--- src/sv/kmps_pkg.sv ---
// ----------------------------------------------------------------------------
// kmps_pkg
// Shared types and constants of the k-mismatch probe search unit.
// ----------------------------------------------------------------------------
`default_nettype none

package kmps_pkg;

  localparam int MAX_PROBE  = 512;
  localparam int SYM_W      = 8;
  localparam int INDEX_W    = 9;
  localparam int LEN_W      = 10;
  localparam int LIM_W      = 6;
  localparam int CNT_W      = 7;
  localparam int CID_W      = $clog2(MAX_PROBE);
  localparam int WIDE_W     = (CID_W + 1 > LEN_W) ? CID_W + 1 : LEN_W;
  localparam int MIN_TILE   = 8;
  localparam int TILE_SH    = $clog2(MIN_TILE);

  localparam logic [CNT_W-1:0] CNT_MAX  = '1;
  localparam logic [LEN_W-1:0] SEEN_MAX = '1;

  // hit reduction: groups ORed in the second stage
  localparam int GRP_W = (MAX_PROBE < 32) ? MAX_PROBE : 32;
  localparam int NGRP  = (MAX_PROBE + GRP_W - 1) / GRP_W;

  localparam int FIFO_DEPTH = 4;
  localparam int FIFO_AW    = $clog2(FIFO_DEPTH);
  localparam int FIFO_CW    = $clog2(FIFO_DEPTH + 1);
  localparam int PEND_W     = 2;

  localparam int IN_DATA_W  = 24;
  localparam int OUT_DATA_W = 8;

  localparam int REG_IDX_W = 1;
  localparam logic [REG_IDX_W-1:0] REG_MAX_MM    = 1'd0;
  localparam logic [REG_IDX_W-1:0] REG_PROBE_LEN = 1'd1;

  localparam logic FUNC_LOAD = 1'b0;
  localparam logic FUNC_READ = 1'b1;

  typedef struct packed {
    logic               load;
    logic               step;
    logic               clear;
    logic [INDEX_W-1:0] index;
    logic [SYM_W-1:0]   symbol;
    logic [LEN_W-1:0]   len;
    logic               len_ok;
    logic               seen_ok;
    logic [LIM_W-1:0]   lim;
  } cell_ctl_t;

endpackage

`default_nettype wire

--- src/sv/kmps_result_fifo.sv ---
// ----------------------------------------------------------------------------
// kmps_result_fifo
// Small queue of result beats in front of the master port.
// ----------------------------------------------------------------------------
`default_nettype none

module kmps_result_fifo (
  input  wire                               clk,
  input  wire                               rst,
  input  wire                               push,
  input  wire                               din,
  input  wire                               pop,
  output logic                              dout,
  output logic                              valid,
  output logic [kmps_pkg::FIFO_CW-1:0]      count
);

  logic                          mem [kmps_pkg::FIFO_DEPTH];
  logic [kmps_pkg::FIFO_AW-1:0]  wr_ptr;
  logic [kmps_pkg::FIFO_AW-1:0]  rd_ptr;

  always_ff @(posedge clk) begin
    if (push) begin
      mem[wr_ptr] <= din;
    end
  end

  always_ff @(posedge clk) begin
    if (rst) begin
      wr_ptr <= '0;
      rd_ptr <= '0;
      count  <= '0;
    end else begin
      if (push) begin
        wr_ptr <= wr_ptr + kmps_pkg::FIFO_AW'(1);
      end
      if (pop) begin
        rd_ptr <= rd_ptr + kmps_pkg::FIFO_AW'(1);
      end
      if (push && !pop) begin
        count <= count + kmps_pkg::FIFO_CW'(1);
      end else if (pop && !push) begin
        count <= count - kmps_pkg::FIFO_CW'(1);
      end
    end
  end

  assign dout  = mem[rd_ptr];
  assign valid = (count != '0);

endmodule

`default_nettype wire

--- config.mk ---
export PLATFORM = sky130hd
export DESIGN_NAME = kmps_result_fifo
export DESIGN_NICKNAME = d
export VERILOG_FILES = /design/src/sv/kmps_pkg.sv /design/src/sv/kmps_result_fifo.sv
export SDC_FILE = /design/constraint.sdc
export NUM_CORES = 1
export LEC_CHECK = 0
export ABC_AREA = 1
export ABC_CLOCK_PERIOD_IN_PS = 3850
export BUFFER_PORTS_ARGS = -buffer_cell sky130_fd_sc_hd__clkbuf_2
export CORE_AREA = 2 2 39 41
export DETAILED_ROUTE_END_ITERATION = 8
export DIE_AREA = 0 0 41 43
export HOLD_SLACK_MARGIN = 0.08
export PLACE_DENSITY = 0.76
export SLEW_MARGIN = 5
export SYNTH_ARGS = -nofsm -noshare
export SYNTH_HDL_FRONTEND = slang
export SYNTH_SLANG_ARGS = --single-unit
--- constraint.sdc ---
create_clock -name clk -period 3.85 [get_ports clk]
set_clock_uncertainty 0.2 [all_clocks]
set_input_delay 0 -clock clk [delete_from_list [all_inputs] [get_ports clk]]
set_output_delay 0 -clock clk [all_outputs]
set_load 0.02 [all_outputs]
==> results.sh <==
export IMPL_syn_nets=80
export IMPL_yosysWarnings=0
export IMPL_holdWs_ns=0.2904
export IMPL_combPwrFrac_pct=20.8
export IMPL_rsz0062_at_grt="no"
export IMPL_p_leak_nw=0.3705
export IMPL_setup_tns_final_ns=0
export IMPL_wl_per_cell_um=8.676
export IMPL_power_frac_clock_pct=26.3
export IMPL_clock_latency_ns=0.27
export IMPL_grt_use_total_pct=13.34
export IMPL_ys_ff_latch=13
export IMPL_io_pins=10
export IMPL_swShare_pct=28.47
export IMPL_cts_resized_gates=0
export IMPL_hpwl_um=700
export IMPL_end_kind="flop"
export IMPL_antenna_cells=0
export IMPL_drt_total_wl_um=885
export IMPL_cpPeakStageDelay_ns=0.54
export IMPL_grt_max_degree=9
export IMPL_slew_viol_final=0
export IMPL_avgSynthCellArea_um2=8.740
export IMPL_clkSinkCount=13
export IMPL_num_rows=14
export IMPL_fin_crit_sh_pct=47.26
export IMPL_core_mm2=0.001384
export IMPL_drt_pass1_iter_count=4
export IMPL_fillers=132
export IMPL_finish_utilization_pct=53.25
export IMPL_cts_buffer_depth=2
export IMPL_crit_type="reg -> reg"
export IMPL_crit_arrival_ns=1.78
export IMPL_setup_viol=0
export IMPL_syn_area_um2=603.1
export IMPL_htree_levels=1
export IMPL_die_h_um=43
export IMPL_power_total_mw=0.3065
export IMPL_finalCriticalPeriod_ns=1.820
export IMPL_required_ns=3.81
export IMPL_worstSetupStartpointType="flop"
export IMPL_cts_tree="yes"
export IMPL_cts_buffers=3
export IMPL_hold_viol=0
export IMPL_ir_worst_vdd_v=0.0002000
export IMPL_outcome="finished, final reports clean"
export IMPL_clkTransAtPathRegs_ns=0.07
export IMPL_finalNetCount=98
export IMPL_root_buffer="clkbuf_4"
export IMPL_path_cells="inv_1, ha_1, a21oi_1, nor2_1, dlygate4sd3_1"
export IMPL_tightest_slew_ns=0.1964
export IMPL_power_density_mw_per_mm2=415.9
export IMPL_grt_first_pass_wirelength_um=1469
export IMPL_vias_per_cell=4.402
export IMPL_gp_congestion=0.7375
export IMPL_drc=0
export IMPL_layout_cells_non_filler=102
export IMPL_p_int_mw=0.2192
export IMPL_start_util_pct=43.58
export IMPL_grt_pass1_vias=372
export IMPL_synth_cells=69
export IMPL_critPathBufInv=2
export IMPL_max_slew_margin_pct=86.89
export IMPL_grt_overflow_total=0
export IMPL_antenna_found_initial=0
export IMPL_vias=449
export IMPL_placed_cells_incl_taps=93
export IMPL_layout_common_cells="inv_1 (11), nor2_1 (11), nand2_1 (9), dfxtp_1 (9), clkbuf_2 (9)"
export IMPL_drt_iter0_markers=7
export IMPL_synth_distinct_cells=17
export IMPL_cap_violations=0
export IMPL_cp_slowest_cell="dlygate4sd3_1"
export IMPL_ant_nets=0
export IMPL_area_growth_pct=22.20
export IMPL_fp_dieW_um=41
export IMPL_cp_top_family="buffers and inverters"
export IMPL_hold_path_class="in -> reg"
export IMPL_clock_fmax_mhz=549.6
export IMPL_seq_power_share_pct=52.9
export IMPL_p_sw_mw=0.08725
export IMPL_ys_seq_area_share_pct=49.79
export IMPL_critPathMaxFanout=4
export IMPL_die_area_mm2=0.001763
export IMPL_io_buffers=9
export IMPL_drive_gt1_share_pct=18.60
## final timing paths
check                         startpoint                      to  slack (ns)  cells after the start
setup / recovery  wr_ptr[0]$_SDFFE_PP0P_  wr_ptr[1]$_SDFFE_PP0P_        2.03                      5
hold / removal                       din        mem[1]$_DFFE_PP_        0.29                      2
setup reg to reg  wr_ptr[0]$_SDFFE_PP0P_  wr_ptr[1]$_SDFFE_PP0P_        2.03                      5
hold reg to reg   rd_ptr[0]$_SDFFE_PP0P_  rd_ptr[0]$_SDFFE_PP0P_        0.30                      1
## cells by family (layout without fill, tap and decap cells)
kind of cell    count (synthesis)  after routing  synth area share, %
simple gates                   23             23                15.35
buf+inv                        15             32                9.959
compound gates                 10             10                8.299
flops                          13             13                49.79
fa+ha+maj                       6              6                13.69
xor+xnor                        2              2                2.905
## area by class of cell
class	instances	area (um2)	share of cell area [%]
flip-flops and latches	13	300.3	40.75
multi-input cells	41	242.7	32.94
repair buffers	14	95.09	12.90
inverters	14	52.55	7.131
clock buffers	4	26.28	3.565
well taps	16	20.02	2.716
## cell usage after synthesis
cell type	count	area (um2)
nor2_1	11	41.29
nand2_1	9	33.78
nand3_1	1	5.000
buf_4	1	7.510
inv_1	11	41.29
fa_1	1	20.02
edfxtp_1	4	120.1
nand4_1	1	6.260
xor2_1	1	8.760
ha_1	5	62.56
o21ai_1	4	20.02
nand2_2	1	6.260
dfxtp_1	9	180.2
o21ai_0	2	10.01
a21oi_1	4	20.02
inv_2	3	11.26
xnor2_1	1	8.760
## power groups by stage
stage	combinational, mW	sequential [mW]	clock, mW
2_1_floorplan	0.0388	0.169	0
3_3_place_gp	0.0574	0.165	0
3_5_place_dp	0.0603	0.165	0
4_1_cts	0.0649	0.162	0.0838
5_1_grt	0.0738	0.164	0.0904
6_report	0.0639	0.162	0.0805
## through the flow
step | area, um2 | setup slack, ns
floorplan | 603.1 | 2.393
global placement | 660.6 | 2.412
detailed placement | 660.6 | 2.381
CTS | 737.0 | 2.033
global route | 737.0 | 1.987
finish | 737.0 | 2.030
## layer usage
layer | GRT usage, % | part of all wire, % | up-vias
li1 | - | - | 249
met1 | 14.48 | 47 | 193
met2 | 19.06 | 48 | 5
met3 | 7.853 | 3.1 | 2
met4 | 8.000 | 1.7 | 0
met5 | 0 | 0 | -
## repair_timing
action | CTS | global route
hold buffers | 5 | 0
buffers inserted | 0 | 0
endpoints found under the hold margin | 17 | 0
(Power assumes the default switching activity.)
