## src/sv/kmps_pkg.sv

```systemverilog
// ----------------------------------------------------------------------------
// kmps_pkg
// Shared types and constants of the k-mismatch probe search unit.
// ----------------------------------------------------------------------------
`default_nettype none

package kmps_pkg;

  localparam int MAX_PROBE  = 512;
  localparam int SYM_W      = 8;
  localparam int INDEX_W    = 9;
  localparam int LEN_W      = 10;
  localparam int LIM_W      = 6;
  localparam int CNT_W      = 7;
  localparam int CID_W      = $clog2(MAX_PROBE);
  localparam int WIDE_W     = (CID_W + 1 > LEN_W) ? CID_W + 1 : LEN_W;
  localparam int MIN_TILE   = 8;
  localparam int TILE_SH    = $clog2(MIN_TILE);

  localparam logic [CNT_W-1:0] CNT_MAX  = '1;
  localparam logic [LEN_W-1:0] SEEN_MAX = '1;

  // hit reduction: groups ORed in the second stage
  localparam int GRP_W = (MAX_PROBE < 32) ? MAX_PROBE : 32;
  localparam int NGRP  = (MAX_PROBE + GRP_W - 1) / GRP_W;

  localparam int FIFO_DEPTH = 4;
  localparam int FIFO_AW    = $clog2(FIFO_DEPTH);
  localparam int FIFO_CW    = $clog2(FIFO_DEPTH + 1);
  localparam int PEND_W     = 2;

  localparam int IN_DATA_W  = 24;
  localparam int OUT_DATA_W = 8;

  localparam int REG_IDX_W = 1;
  localparam logic [REG_IDX_W-1:0] REG_MAX_MM    = 1'd0;
  localparam logic [REG_IDX_W-1:0] REG_PROBE_LEN = 1'd1;

  localparam logic FUNC_LOAD = 1'b0;
  localparam logic FUNC_READ = 1'b1;

  typedef struct packed {
    logic               load;
    logic               step;
    logic               clear;
    logic [INDEX_W-1:0] index;
    logic [SYM_W-1:0]   symbol;
    logic [LEN_W-1:0]   len;
    logic               len_ok;
    logic               seen_ok;
    logic [LIM_W-1:0]   lim;
  } cell_ctl_t;

endpackage

`default_nettype wire

```

## src/sv/kmps_cell.sv

```systemverilog
// ----------------------------------------------------------------------------
// kmps_cell
// One probe position: holds the probe byte and the mismatch count of the
// alignment whose newest symbol faced this position.
// ----------------------------------------------------------------------------
`default_nettype none

module kmps_cell (
  input  wire                              clk,
  input  wire                              rst,
  input  kmps_pkg::cell_ctl_t              ctl,
  input  wire  [kmps_pkg::CID_W-1:0]       cid,
  input  wire  [kmps_pkg::CNT_W-1:0]       cnt_in,
  output logic [kmps_pkg::CNT_W-1:0]       cnt_out,
  output logic                             hit
);

  logic [kmps_pkg::SYM_W-1:0]  probe;
  logic [kmps_pkg::CNT_W-1:0]  cnt;
  logic [kmps_pkg::CNT_W-1:0]  sum;
  logic [kmps_pkg::WIDE_W-1:0] cid_w;
  logic [kmps_pkg::WIDE_W-1:0] len_w;
  logic [kmps_pkg::WIDE_W-1:0] idx_w;
  logic                        active;
  logic                        is_end;
  logic                        load_here;
  logic                        mm;

  always_comb begin
    cid_w     = kmps_pkg::WIDE_W'(cid);
    len_w     = kmps_pkg::WIDE_W'(ctl.len);
    idx_w     = kmps_pkg::WIDE_W'(ctl.index);
    active    = ctl.len_ok && (cid_w < len_w);
    is_end    = (cid_w + kmps_pkg::WIDE_W'(1)) == len_w;
    load_here = ctl.load && (idx_w == cid_w);
    mm        = (ctl.symbol != probe);
    if (mm && (cnt_in != kmps_pkg::CNT_MAX)) begin
      sum = cnt_in + kmps_pkg::CNT_W'(1);
    end else begin
      sum = cnt_in;
    end
    hit = ctl.step && active && is_end && ctl.seen_ok &&
          (sum <= kmps_pkg::CNT_W'(ctl.lim));
  end

  always_ff @(posedge clk) begin
    if (load_here) begin
      probe <= ctl.symbol;
    end
  end

  always_ff @(posedge clk) begin
    if (rst) begin
      cnt <= '0;
    end else if (ctl.clear) begin
      cnt <= '0;
    end else if (ctl.step && active) begin
      cnt <= sum;
    end
  end

  assign cnt_out = cnt;

endmodule

`default_nettype wire

```

## config.mk

```make
export PLATFORM = sky130hd
export DESIGN_NAME = kmps_cell
export DESIGN_NICKNAME = d
export VERILOG_FILES = /design/src/sv/kmps_pkg.sv /design/src/sv/kmps_cell.sv
export SDC_FILE = /design/constraint.sdc
export NUM_CORES = 1
export LEC_CHECK = 0
export BUFFER_PORTS_ARGS = -buffer_cell sky130_fd_sc_hd__buf_4
export CAP_MARGIN = 5
export CELL_PAD_IN_SITES_DETAIL_PLACEMENT = 0
export CELL_PAD_IN_SITES_GLOBAL_PLACEMENT = 2
export CORE_MARGIN = 3
export CORE_UTILIZATION = 29
export CTS_CLUSTER_DIAMETER = 30
export DETAILED_ROUTE_END_ITERATION = 12
export GPL_ROUTABILITY_DRIVEN = 0
export PLACE_DENSITY = 0.85
export SYNTH_ARGS = -nofsm -noshare
export SYNTH_HDL_FRONTEND = slang
export SYNTH_SLANG_ARGS = --single-unit
```

## constraint.sdc

```tcl
create_clock -name clk -period 6.5 [get_ports clk]
set_clock_uncertainty 0.15 [all_clocks]
set_input_delay 0.325 -clock clk [delete_from_list [all_inputs] [get_ports clk]]
set_output_delay 0.325 -clock clk [all_outputs]
set_load 0.01 [all_outputs]
```

==> impl_results.md, run 1 <==
- Avg Vias per Cell: 4.71
- Fraction of layout cells with a size suffix above 1: 31.4%
- Synthesized cell area: 0.00151 sq mm
- Max incr delay on CP: 0.45 ns
- Seq/Total Area, Yosys: 25.2%
- Boundary Pins: 64
- Cell repeated most along the worst path: nor3_1
- WL final: 4.08 mm
- Compound-cell area share of the yosys netlist: 16.5%
- Synth top area share: 15.9%
- Post-route setup slack: 2.97 ns
- Iteration-0 DRC count of the detailed router: 39
- Number of flops mapped to enable cells by yosys: 8
- ANT cells: 0
- Largest family of logic cells by synthesized area: simple AND/OR/NAND/NOR gates
- Clk pin slew, worst setup/hold paths: 0.06 ns
- Starting Density: 30.9%
- RSZ-0062 raised after global routing: no
- Drt first pass iters: 4
- PortBufs: 63
- Gr ovfl total: 0
- CTS Buf Count: 3
- Mean area per synthesized cell: 8.58 sq um
- Simple-gate share of the synthesized area: 18.4%
- Tightest Hold Check Type: primary input to flop
- Post-Place Cells: 302
- Yosys Warn Count: 0
- Setup_tns: 0 ns
- Commonest cells in the netlist: 20 x xnor2_1, 17 x ha_1, 17 x inv_1
- CP arrival: 3.06 ns
- Largest net degree at the start of global routing: 13
- Clock sinks: 15
- Crit share post-route: 54.4%
- Yosys cell types: 38
- Mapped Cells: 176
- Core area: 0.00488 sq mm
- Slew @ Worst Pin: 1.09 ns
- Cell Count, Final, Fillers Out: 306
- Synth area leaders: edfxtp_1 16%, ha_1 14%, xnor2_1 12%, dfxtp_1 9.3%, xor2_1 6.4%
- Antenna violations before repair: 0
- Seq. cell area: 380 sq um
- Top-count cell post-synth: xnor2_1
- Setup violations, final: 0
- H-tree levels: 1
- Post-CTS Hold Fix Bufs: 0
- Most used DFF post-synth: edfxtp_1
- Post-synth ARST share: 0%
- Worst vdd ir: 0.0541 mV
- MaxCap Viol Count: 0
- Clk buf depth: 2
- Cts repair resizes: 0
- Vias: 1440
- Post-DP HPWL: 3.50 mm
- CP max stage cell: nor4_1
- ANT nets after route: 0
- Layout Nets: 313
- DIE WIDTH: 78.2 um
- CP top delay family: simple AND/OR/NAND/NOR gates
- Synth Net Count: 249
- Fill count: 528
- Final hold violations: 0
- Startpoint Class: flop
- # Post-CTS Setup Buffers: 0
- Static Leak: 0.920 nW
- Place WS: 3.20 ns
- Drt drc: 0
- Final Util: 43.0%
- Final min period: 3.53 ns
- Slew Limit Fails: 0
- CP Cell Sequence: xor2_1 -> nor4_1 -> a21o_1 -> mux2_2 -> ha_1 -> a21oi_1 -> o22ai_1 -> nor3_1 -> o211ai_1 -> nor3_1 -> buf_4
- FP Rows: 25
- WP data required: 6.02 ns
- Reg-to-reg setup timing slack: 4.39 ns
- Buf/Inv on CP: 1
- Global Route Usage Sum: 13.4%
- Vias in the first global route: 1483
- WS Path Type: flop to output pin
- Slew margin rel.: 26.8%
- First-pass GRT wire length: 6.76 mm
- Adder-Cell Fraction of Synth Area: 14.1%
- Area Overhead vs Synth: 38.9%
- Die area: 0.00611 sq mm
- Setup crit end kind: output pin
- Area occupied by multi-input gates: 0.00104 sq mm
- FF+latch count, synth: 15
- Status: complete, no violations
- Power Dens Cells: 133 mW/mm^2
- Fmax achieved: 0.283 GHz
- CTS tree: done
- Clk root buf: clkbuf_8
- Post-synthesis xor/xnor area fraction: 18.0%
- DR WL/cell: 13.3 um
- Cell taking the most area after synthesis: edfxtp_1
- Die Y: 78.2 um
- Clock Latency Late Sink: 0.25 ns
- Worst Path Max Fanout: 4
- Mux contribution to synthesized area: 2.15%
- WHS: 0.0932 ns
-- per-layer routing --
| layer | wire length (um) | vias to the layer above | global-route usage [%] | part of all wire [%] |
|---|---|---|---|---|
| li1 | - | 765 | - | - |
| met1 | 1900 | 631 | 17.4 | 46 |
| met2 | 1920 | 42 | 23.2 | 47 |
| met3 | 250 | 2 | 1.61 | 6.1 |
| met4 | 8 | 0 | 4.02 | 0.20 |
| met5 | 0 | - | 0 | 0 |
-- layout make-up --
type	instances	share of cell area [%]
multi-input cells	139	49.7
repair buffers	64	22.9
flip-flops and latches	15	18.1
well taps	67	4.00
inverters	17	3.04
clock buffers	3	1.97
clock inverters	1	0.239
-- final timing paths --
kind,start,endpoint,cells after the start
worst max-delay path,probe[0]$_DFFE_PP_,hit,11
worst min-delay path,rst,cnt_out[1]$_SDFFE_PP0P_,2
worst min register to register,cnt_out[0]$_SDFFE_PP0P_,cnt_out[0]$_SDFFE_PP0P_,2
worst max register to register,probe[0]$_DFFE_PP_,cnt_out[1]$_SDFFE_PP0P_,6
-- placed cells by master, fill, tap and decap left out, types with 3 or more instances in the layout --
| cell | count |
|---|---|
| nand4_1 | 7 |
| clkbuf_8 | 3 |
| inv_1 | 17 |
| edfxtp_1 | 8 |
| o211ai_1 | 6 |
| o21ba_2 | 3 |
| nand3_1 | 7 |
| nor2b_1 | 3 |
| nor3_1 | 6 |
| nor2_1 | 5 |
| ha_1 | 17 |
| o21ai_0 | 8 |
| buf_4 | 64 |
| xnor2_1 | 20 |
| a21oi_1 | 9 |
| xor2_1 | 11 |
| nand2_1 | 10 |
| dfxtp_1 | 7 |
-- stage by stage --
stage | instance area (sq um) | total power [W]
floorplan | 1510 | 0.000157
global placement | 2050 | 0.000206
detailed placement | 2050 | 0.000205
CTS | 2100 | 0.000281
global route | 2100 | 0.000299
finish | 2100 | 0.000279
-- flip-flops by register name, summed over array words and instances (netlist names) --
name and cells:
cnt_out 7, probe 8
-- worst reg2reg max path, stage by stage, from the launching register on --
cell and delay [ns]:
edfxtp_1 0.38, xor2_1 0.18, nor4_1 0.45, a21o_1 0.26
mux2_2 0.37, mux2i_1 0.16, nor3_1 0.06
-- report_power, final --
part	total [W]	leakage (nW)	internal (W)	switching, W
clock network	0.0000766	0.0255	0.0000424	0.0000342
logic	0.0000994	0.765	0.0000535	0.0000459
registers	0.000103	0.129	0.000102	0.00000113
total	0.000279	0.920	0.000198	0.0000813
-- logic make-up after synthesis --
| logic type | after synthesis |
|---|---|
| AND/OR/NAND/NOR | 50 |
| buffers and inverters | 22 |
| XOR/XNOR | 31 |
| multiplexers | 3 |
| AO/OA/AOI/OAI | 38 |
| adder cells (fa/ha/maj) | 17 |
| flip-flops | 15 |
(Power assumes the default switching activity.)
==> run 2, diff against run 1 <==
--- a/config.mk
+++ b/config.mk
@@ -10,11 +10,11 @@
 export CELL_PAD_IN_SITES_DETAIL_PLACEMENT = 0
 export CELL_PAD_IN_SITES_GLOBAL_PLACEMENT = 2
 export CORE_MARGIN = 3
-export CORE_UTILIZATION = 29
+export CORE_UTILIZATION = 24
 export CTS_CLUSTER_DIAMETER = 30
 export DETAILED_ROUTE_END_ITERATION = 12
 export GPL_ROUTABILITY_DRIVEN = 0
-export PLACE_DENSITY = 0.85
+export PLACE_DENSITY = 0.75
 export SYNTH_ARGS = -nofsm -noshare
 export SYNTH_HDL_FRONTEND = slang
 export SYNTH_SLANG_ARGS = --single-unit
==> constraint.sdc (replaced) <==
create_clock -name clk -period 3.2 [get_ports clk]
set_clock_uncertainty 0.15 [all_clocks]
set_input_delay 0.16 -clock clk [delete_from_list [all_inputs] [get_ports clk]]
set_output_delay 0.16 -clock clk [all_outputs]
set_load 0.01 [all_outputs]
==> run 2 against run 1 <==
Total power grew 110%. Sequential power rose by 100%. Clock power rose by 92%. Hold slack improved by 0.0098 ns. Wire length grew 5.3%. Setup slack got worse by 2.9 ns. Via count rose by 5.6%. Final cell count increased by 6.9%. Clock-buffer cell count unchanged. Sequential cell count stayed put. Highest routed layer is now met3.
==> impl_results.md, run 2 (synthesis results as in run 1) <==
- Status: complete, no violations (unchanged)
- Fmax achieved: 0.316 GHz
- Power Dens Cells: 254 mW/mm^2 (was 133 mW/mm^2)
- CP max stage cell: edfxtp_1 (was nor4_1)
- Final min period: 3.16 ns
- Clock Latency Late Sink: 0.24 ns (was 0.25 ns)
- Area Overhead vs Synth: 49.2% (was 38.9%)
- Clk pin slew, worst setup/hold paths: 0.06 ns (about the same)
- DIE WIDTH: 85.3 um (was 78.2 um)
- Psw: 0.000162 W (was 0.0000813 W)
- Slew Limit Fails: 0 (unchanged)
- DR WL/cell: 13.1 um (was 13.3 um)
- Internal: 0.000411 W (was 0.000198 W)
- Slew margin rel.: 75.6% (was 26.8%)
- Iteration-0 DRC count of the detailed router: 40 (was 39)
- WS Path Type: flop to output pin (unchanged)
- Setup crit end kind: output pin (unchanged)
- Final hold violations: 0 (unchanged)
- Startpoint Class: flop (unchanged)
- Reg2reg start: probe[1]$_DFFE_PP_ (was probe[0]$_DFFE_PP_)
- Reg-to-reg setup timing slack: 0.71 ns (was 4.39 ns)
- Drt first pass iters: 4 (unchanged)
- Vias: 1520 (was 1440)
- Most frequent cells in the layout: 67 x buf_4, 20 x xnor2_1, 17 x inv_1, 17 x ha_1, 11 x xor2_1 (was 64 x buf_4, 20 x xnor2_1, 17 x inv_1, 17 x ha_1, 11 x xor2_1)
- Die area: 0.00728 sq mm (was 0.00611 sq mm)
- Max incr delay on CP: 0.38 ns (was 0.45 ns)
- PortBufs: 63 (unchanged)
- DP Area: 0.00207 sq mm (was 0.00205 sq mm)
- Cell Count, Final, Fillers Out: 327 (was 306)
- Avg Vias per Cell: 4.65 (was 4.71)
- Clock Power Share: 25.7% (was 27.5%)
- H-tree levels: 1 (unchanged)
- Slew @ Worst Pin: 0.362 ns (was 1.09 ns)
- WHS: 0.103 ns (was 0.0932 ns)
- WP data required: 2.89 ns (was 6.02 ns)
- Tightest Hold Check Type: primary input to flop (unchanged)
- CTS tree: done (unchanged)
- Clk root buf: clkbuf_8 (unchanged)
- Global Route Usage Sum: 11.9% (was 13.4%)
- Clk buf depth: 2 (unchanged)
- Largest register FFs: 8 (unchanged)
- Post-Place Cells: 311 (was 302)
- Most flops, register: probe (unchanged)
- Commonest non-fill, non-tap cell in the layout: buf_4 (unchanged)
- Worst vdd ir: 0.0928 mV (was 0.0541 mV)
- Static Leak: 0.982 nW (was 0.920 nW)
- Seq. cell area: 380 sq um (unchanged)
- Starting Density: 25.2% (was 30.9%)
- Vias in the first global route: 1559 (was 1483)
- Cell area after layout: 0.00225 sq mm (was 0.00210 sq mm)
- Area occupied by multi-input gates: 0.00107 sq mm (was 0.00104 sq mm)
- CP Cell Sequence: xor2_1 -> nor4_2 -> a21o_1 -> buf_4 -> nor2_2 -> xor2_1 -> ha_1 -> a21oi_2 -> o22ai_1 -> nor3_1 -> o211ai_1 -> nor3_1 -> buf_4 (was xor2_1 -> nor4_1 -> a21o_1 -> mux2_2 -> ha_1 -> a21oi_1 -> o22ai_1 -> nor3_1 -> o211ai_1 -> nor3_1 -> buf_4)
- CP arrival: 2.85 ns (was 3.06 ns)
- CTS Buf Count: 3 (unchanged)
- Drt drc: 0 (unchanged)
- Crit path capture: hit (unchanged)
- ANT nets after route: 0 (unchanged)
- Clock sinks: 15 (unchanged)
- Largest net degree at the start of global routing: 12 (was 13)
- Setup violations, final: 0 (unchanged)
- Layout Nets: 326 (was 313)
- ANT cells: 0 (unchanged)
- Die Y: 85.3 um (was 78.2 um)
- Crit share post-route: 98.9%
- Worst Path Max Fanout: 3 (was 4)
- Reg2Reg Capture Point: cnt_out[1]$_SDFFE_PP0P_ (unchanged)
- Gate power share: 37.7% (was 35.6%)
- Antenna violations before repair: 0 (unchanged)
- Fill count: 623 (was 528)
- MaxCap Viol Count: 0 (unchanged)
- Fraction of layout cells with a size suffix above 1: 32.9% (was 31.4%)
- RSZ-0062 raised after global routing: yes (was no)
- Post-DP HPWL: 3.69 mm (was 3.50 mm)
- Origin of the worst setup path: probe[1]$_DFFE_PP_ (was probe[0]$_DFFE_PP_)
- First-pass GRT wire length: 7.09 mm (was 6.76 mm)
- WL final: 4.30 mm (was 4.08 mm)
- Switching Fraction: 28.2% (was 29.1%)
- R2r worst-path depth: 7 (was 6)
- Final Util: 37.6% (was 43.0%)
- Sequential share of power: 36.5% (was 36.9%)
- Core area: 0.00599 sq mm (was 0.00488 sq mm)
- Gr ovfl total: 0 (unchanged)
- FP Rows: 28 (was 25)
- Boundary Pins: 64 (unchanged)
-- run 2: changes by cell type in the layout (fill, tap and decap cells not counted), sizes merged --
cell / previous run / this run
dlygate4sd3: 0 / 10
buf: 64 / 67
-- run 2: per-layer routing --
layer / share of wire [%] / track usage (%)
met1: 43 / 15.0
met2: 52 / 21.5
met3: 5.3 / 0.874
met4: 0 / 3.60
met5: 0 / 0
-- run 2: power by group through the flow --
stage                     combinational, W  sequential (W)  clock (W)
after floorplan                   0.000105        0.000215          0
after global placement            0.000206        0.000213          0
after detailed placement          0.000206        0.000213          0
after CTS                         0.000217        0.000209   0.000158
after global routing              0.000243        0.000209   0.000164
final                             0.000216        0.000209   0.000147
-- run 2: worst min path at each step --
stage               depth (start not counted)  startpoint                      end
finish                                      3   cnt_in[6]  cnt_out[6]$_SDFFE_PP0P_
global route                                3   cnt_in[5]  cnt_out[5]$_SDFFE_PP0P_
CTS                                         3   cnt_in[6]  cnt_out[6]$_SDFFE_PP0P_
detailed placement                          2         rst  cnt_out[1]$_SDFFE_PP0P_
global placement                            2         rst  cnt_out[1]$_SDFFE_PP0P_
floorplan                                   1         rst  cnt_out[1]$_SDFFE_PP0P_
-- run 2: what timing repair did --
item,CTS,global route
cloned,0,0
endpoints found under the setup margin,1,1
resized for setup,2,3
buffers inserted,1,1
pin swaps,2,3
hold buffers,10,0
hold endpoints to repair,9,0
-- run 2: worst max-delay path, delay by kind of cell, from the launching register on --
| family | cells | cell delay [ns] |
|---|---|---|
| simple gates | 4 | 0.73 |
| buf+inv | 2 | 0.28 |
| xor+xnor | 2 | 0.38 |
| compound gates | 4 | 0.55 |
| fa+ha+maj | 1 | 0.29 |
| flops | 1 | 0.38 |
-- run 2: final cells by class --
class | count | share of cell area [%]
flip-flops and latches | 15 | 16.9
clock inverters | 1 | 0.222
multi-input cells | 139 | 47.3
repair buffers | 77 | 26.8
inverters | 17 | 2.83
well taps | 75 | 4.16
clock buffers | 3 | 1.83
-- run 2: through the flow --
step                      total power (W)  setup TNS, ns  setup slack, ns
after floorplan                  0.000319              0            0.383
after global placement           0.000419              0            0.188
after detailed placement         0.000419              0            0.142
after CTS                        0.000584              0          0.00799
after global routing             0.000616         -0.207           -0.207
final                            0.000572              0           0.0361
==> run 3, diff against run 2 <==
--- a/config.mk
+++ b/config.mk
@@ -15,6 +15,7 @@
 export DETAILED_ROUTE_END_ITERATION = 12
 export GPL_ROUTABILITY_DRIVEN = 0
 export PLACE_DENSITY = 0.75
+export REMOVE_ABC_BUFFERS = 1
 export SYNTH_ARGS = -nofsm -noshare
 export SYNTH_HDL_FRONTEND = slang
 export SYNTH_SLANG_ARGS = --single-unit
==> run 3 against run 2 <==
Sequential power is essentially flat. Wire length is essentially flat. Cell area grew 2.8%. Sequential cell count is the same. Die area is the same. Critical endpoint unchanged. Total power grew 2.1%. Global-route usage shrank 0.57 points. Fmax shrank 1.1%.
==> impl_results.md, run 3 (synthesis results as in run 1) <==
- Seq. cell area: 380 sq um (unchanged)
- Global Route Usage Sum: 11.3% (was 11.9%)
- Most frequent cells in the layout: 67 x buf_4, 20 x xnor2_1, 17 x inv_1 (was 67 x buf_4, 20 x xnor2_1, 17 x inv_1, 17 x ha_1, 11 x xor2_1)
- Area Overhead vs Synth: 53.4% (was 49.2%)
- Tightest Hold Check Type: primary input to flop (unchanged)
- Vias: 1521 (was 1520)
- Clk pin slew, worst setup/hold paths: 0.06 ns (about the same)
- Fmax achieved: 0.313 GHz (was 0.316 GHz)
- CP top delay family: simple AND/OR/NAND/NOR gates (unchanged)
- Largest net degree at the start of global routing: 13 (was 12)
- RSZ-0062 raised after global routing: yes (unchanged)
- Hold_sp: cnt_in[5] (was cnt_in[6])
- Worst Path Max Fanout: 3 (unchanged)
- Clock Latency Late Sink: 0.24 ns (about the same)
- Max incr delay on CP: 0.52 ns (was 0.38 ns)
- Buf/Inv on CP: 2 (unchanged)
- R2r worst-path depth: 7 (unchanged)
- PortBufs: 63 (unchanged)
- Power Dens Cells: 252 mW/mm^2 (was 254 mW/mm^2)
- Cell repeated most along the worst path: buf_4
- Largest register FFs: 8 (unchanged)
- Die area: 0.00728 sq mm (unchanged)
- WP data required: 2.89 ns (about the same)
- Vias in the first global route: 1484 (was 1559)
- Reg-to-reg setup timing slack: 0.66 ns (was 0.71 ns)
- DP Area: 0.00207 sq mm (unchanged)
- DIE WIDTH: 85.3 um (unchanged)
- Layout Nets: 326 (unchanged)
- WS Path Type: flop to output pin (unchanged)
- Final hold violations: 0 (unchanged)
- First-pass GRT wire length: 6.76 mm (was 7.09 mm)
- CP arrival: 2.89 ns (was 2.85 ns)
- WHS Endpoint: cnt_out[5]$_SDFFE_PP0P_ (was cnt_out[6]$_SDFFE_PP0P_)
- Final min period: 3.20 ns (was 3.16 ns)
- Cell area after layout: 0.00232 sq mm (was 0.00225 sq mm)
- CTS tree: done (unchanged)
- Fraction of layout cells with a size suffix above 1: 35.7% (was 32.9%)
- CP Cell Sequence: xor2_2 -> nor4_4 -> a21o_1 -> buf_4 -> or4_1 -> nand2_1 -> ha_1 -> o22ai_1 -> o211ai_1 -> nor3_1 -> buf_4 (was xor2_1 -> nor4_2 -> a21o_1 -> buf_4 -> nor2_2 -> xor2_1 -> ha_1 -> a21oi_2 -> o22ai_1 -> nor3_1 -> o211ai_1 -> nor3_1 -> buf_4)
- Most flops, register: probe (unchanged)
- Static Leak: 0.993 nW (was 0.982 nW)
- Cell Count, Final, Fillers Out: 327 (unchanged)
- Reg2Reg Capture Point: cnt_out[1]$_SDFFE_PP0P_ (unchanged)
- Slew Limit Fails: 0 (unchanged)
- Final Util: 38.7% (was 37.6%)
- Commonest non-fill, non-tap cell in the layout: buf_4 (unchanged)
- Setup crit end kind: output pin (unchanged)
- Post-Place Cells: 311 (unchanged)
- Status: complete, no violations (unchanged)
- Clock sinks: 15 (unchanged)
- Clk root buf: clkbuf_8 (unchanged)
- Clk buf depth: 2 (unchanged)
- Drt drc: 0 (unchanged)
- WL final: 4.29 mm (was 4.30 mm)
- Antenna violations before repair: 0 (unchanged)
- Worst vdd ir: 0.101 mV (was 0.0928 mV)
- ANT nets after route: 0 (unchanged)
- Drt first pass iters: 4 (unchanged)
- Hold path cells: 3 (unchanged)
- Slew margin rel.: 75.1% (was 75.6%)
- Setup_tns: 0 ns (unchanged)
- Area occupied by multi-input gates: 0.00113 sq mm (was 0.00107 sq mm)
- Startpoint Class: flop (unchanged)
- Power, Total: 0.000584 W (was 0.000572 W)
- CTS Buf Count: 3 (unchanged)
- Fill count: 616 (was 623)
- MaxCap Viol Count: 0 (unchanged)
- Setup violations, final: 0 (unchanged)
- H-tree levels: 1 (unchanged)
- FP Rows: 28 (unchanged)
- Starting Density: 25.2% (unchanged)
- Iteration-0 DRC count of the detailed router: 33 (was 40)
- Post-DP HPWL: 3.55 mm (was 3.69 mm)
- Gr ovfl total: 0 (unchanged)
- ANT cells: 0 (unchanged)
- CP max stage cell: or4_1 (was edfxtp_1)
- DR WL/cell: 13.1 um (about the same)
- Reg2reg start: probe[0]$_DFFE_PP_ (was probe[1]$_DFFE_PP_)
- Slew @ Worst Pin: 0.372 ns (was 0.362 ns)
- Core area: 0.00599 sq mm (unchanged)
- Boundary Pins: 64 (unchanged)
- Die Y: 85.3 um (unchanged)
- Crit share post-route: 100% (was 98.9%)
- Avg Vias per Cell: 4.65 (about the same)
-- run 3: metrics by stage --
step	hold slack, ns	worst slack [ns]
CTS	0.0790	0.0160
global placement	0.183	0.201
global route	0.116	-0.110
floorplan	0.0868	0.359
detailed placement	0.185	0.0942
finish	0.0831	0.000445
-- run 3: cell type report --
type	instances	share of cell area [%]
Sequential cell	15	16.4
Multi-Input combinational cell	139	48.8
Clock buffer	3	1.78
Inverter	17	2.75
Tap cell	75	4.05
Clock inverter	1	0.216
Timing Repair Buffer	77	26.0
-- run 3: how the worst max path moves through the flow --
stage	start	endpoint	slack, ns	cells after the start
floorplan	probe[0]$_DFFE_PP_	hit	0.36	10
global placement	probe[5]$_DFFE_PP_	hit	0.20	11
detailed placement	probe[5]$_DFFE_PP_	hit	0.09	11
CTS	probe[2]$_DFFE_PP_	hit	0.02	11
global route	probe[0]$_DFFE_PP_	hit	-0.11	12
finish	probe[2]$_DFFE_PP_	hit	0.0004	11
-- run 3: timing repair --
action / in CTS / in global routing
pin swaps: 4 / 12
gates resized for setup: 3 / 11
setup endpoints to repair: 1 / 1
buffers inserted: 2 / 0
endpoints found under the hold margin: 9 / 0
hold buffers: 10 / 0
-- run 3: where the power goes --
part	switching (W)	leakage [nW]	internal [W]
Sequential	0.00000243	0.129	0.000207
Combinational	0.000101	0.839	0.000123
Clock	0.0000645	0.0255	0.0000860
-- run 3: worst register-to-register path, cell delays in order (launching register included) --
cell and delay, ns:
edfxtp_1 0.40, xor2_2 0.17, nor4_4 0.35, a21o_1 0.24, mux2_4 0.35, mux2i_1 0.15
nor3_1 0.06, dlygate4sd3_1 0.55
-- run 3: metal layers --
layer	global-route usage (%)	share of wire (%)
met3	1.65	5.3
met4	3.45	0.84
met5	0	0
met2	19.6	51
met1	14.4	42
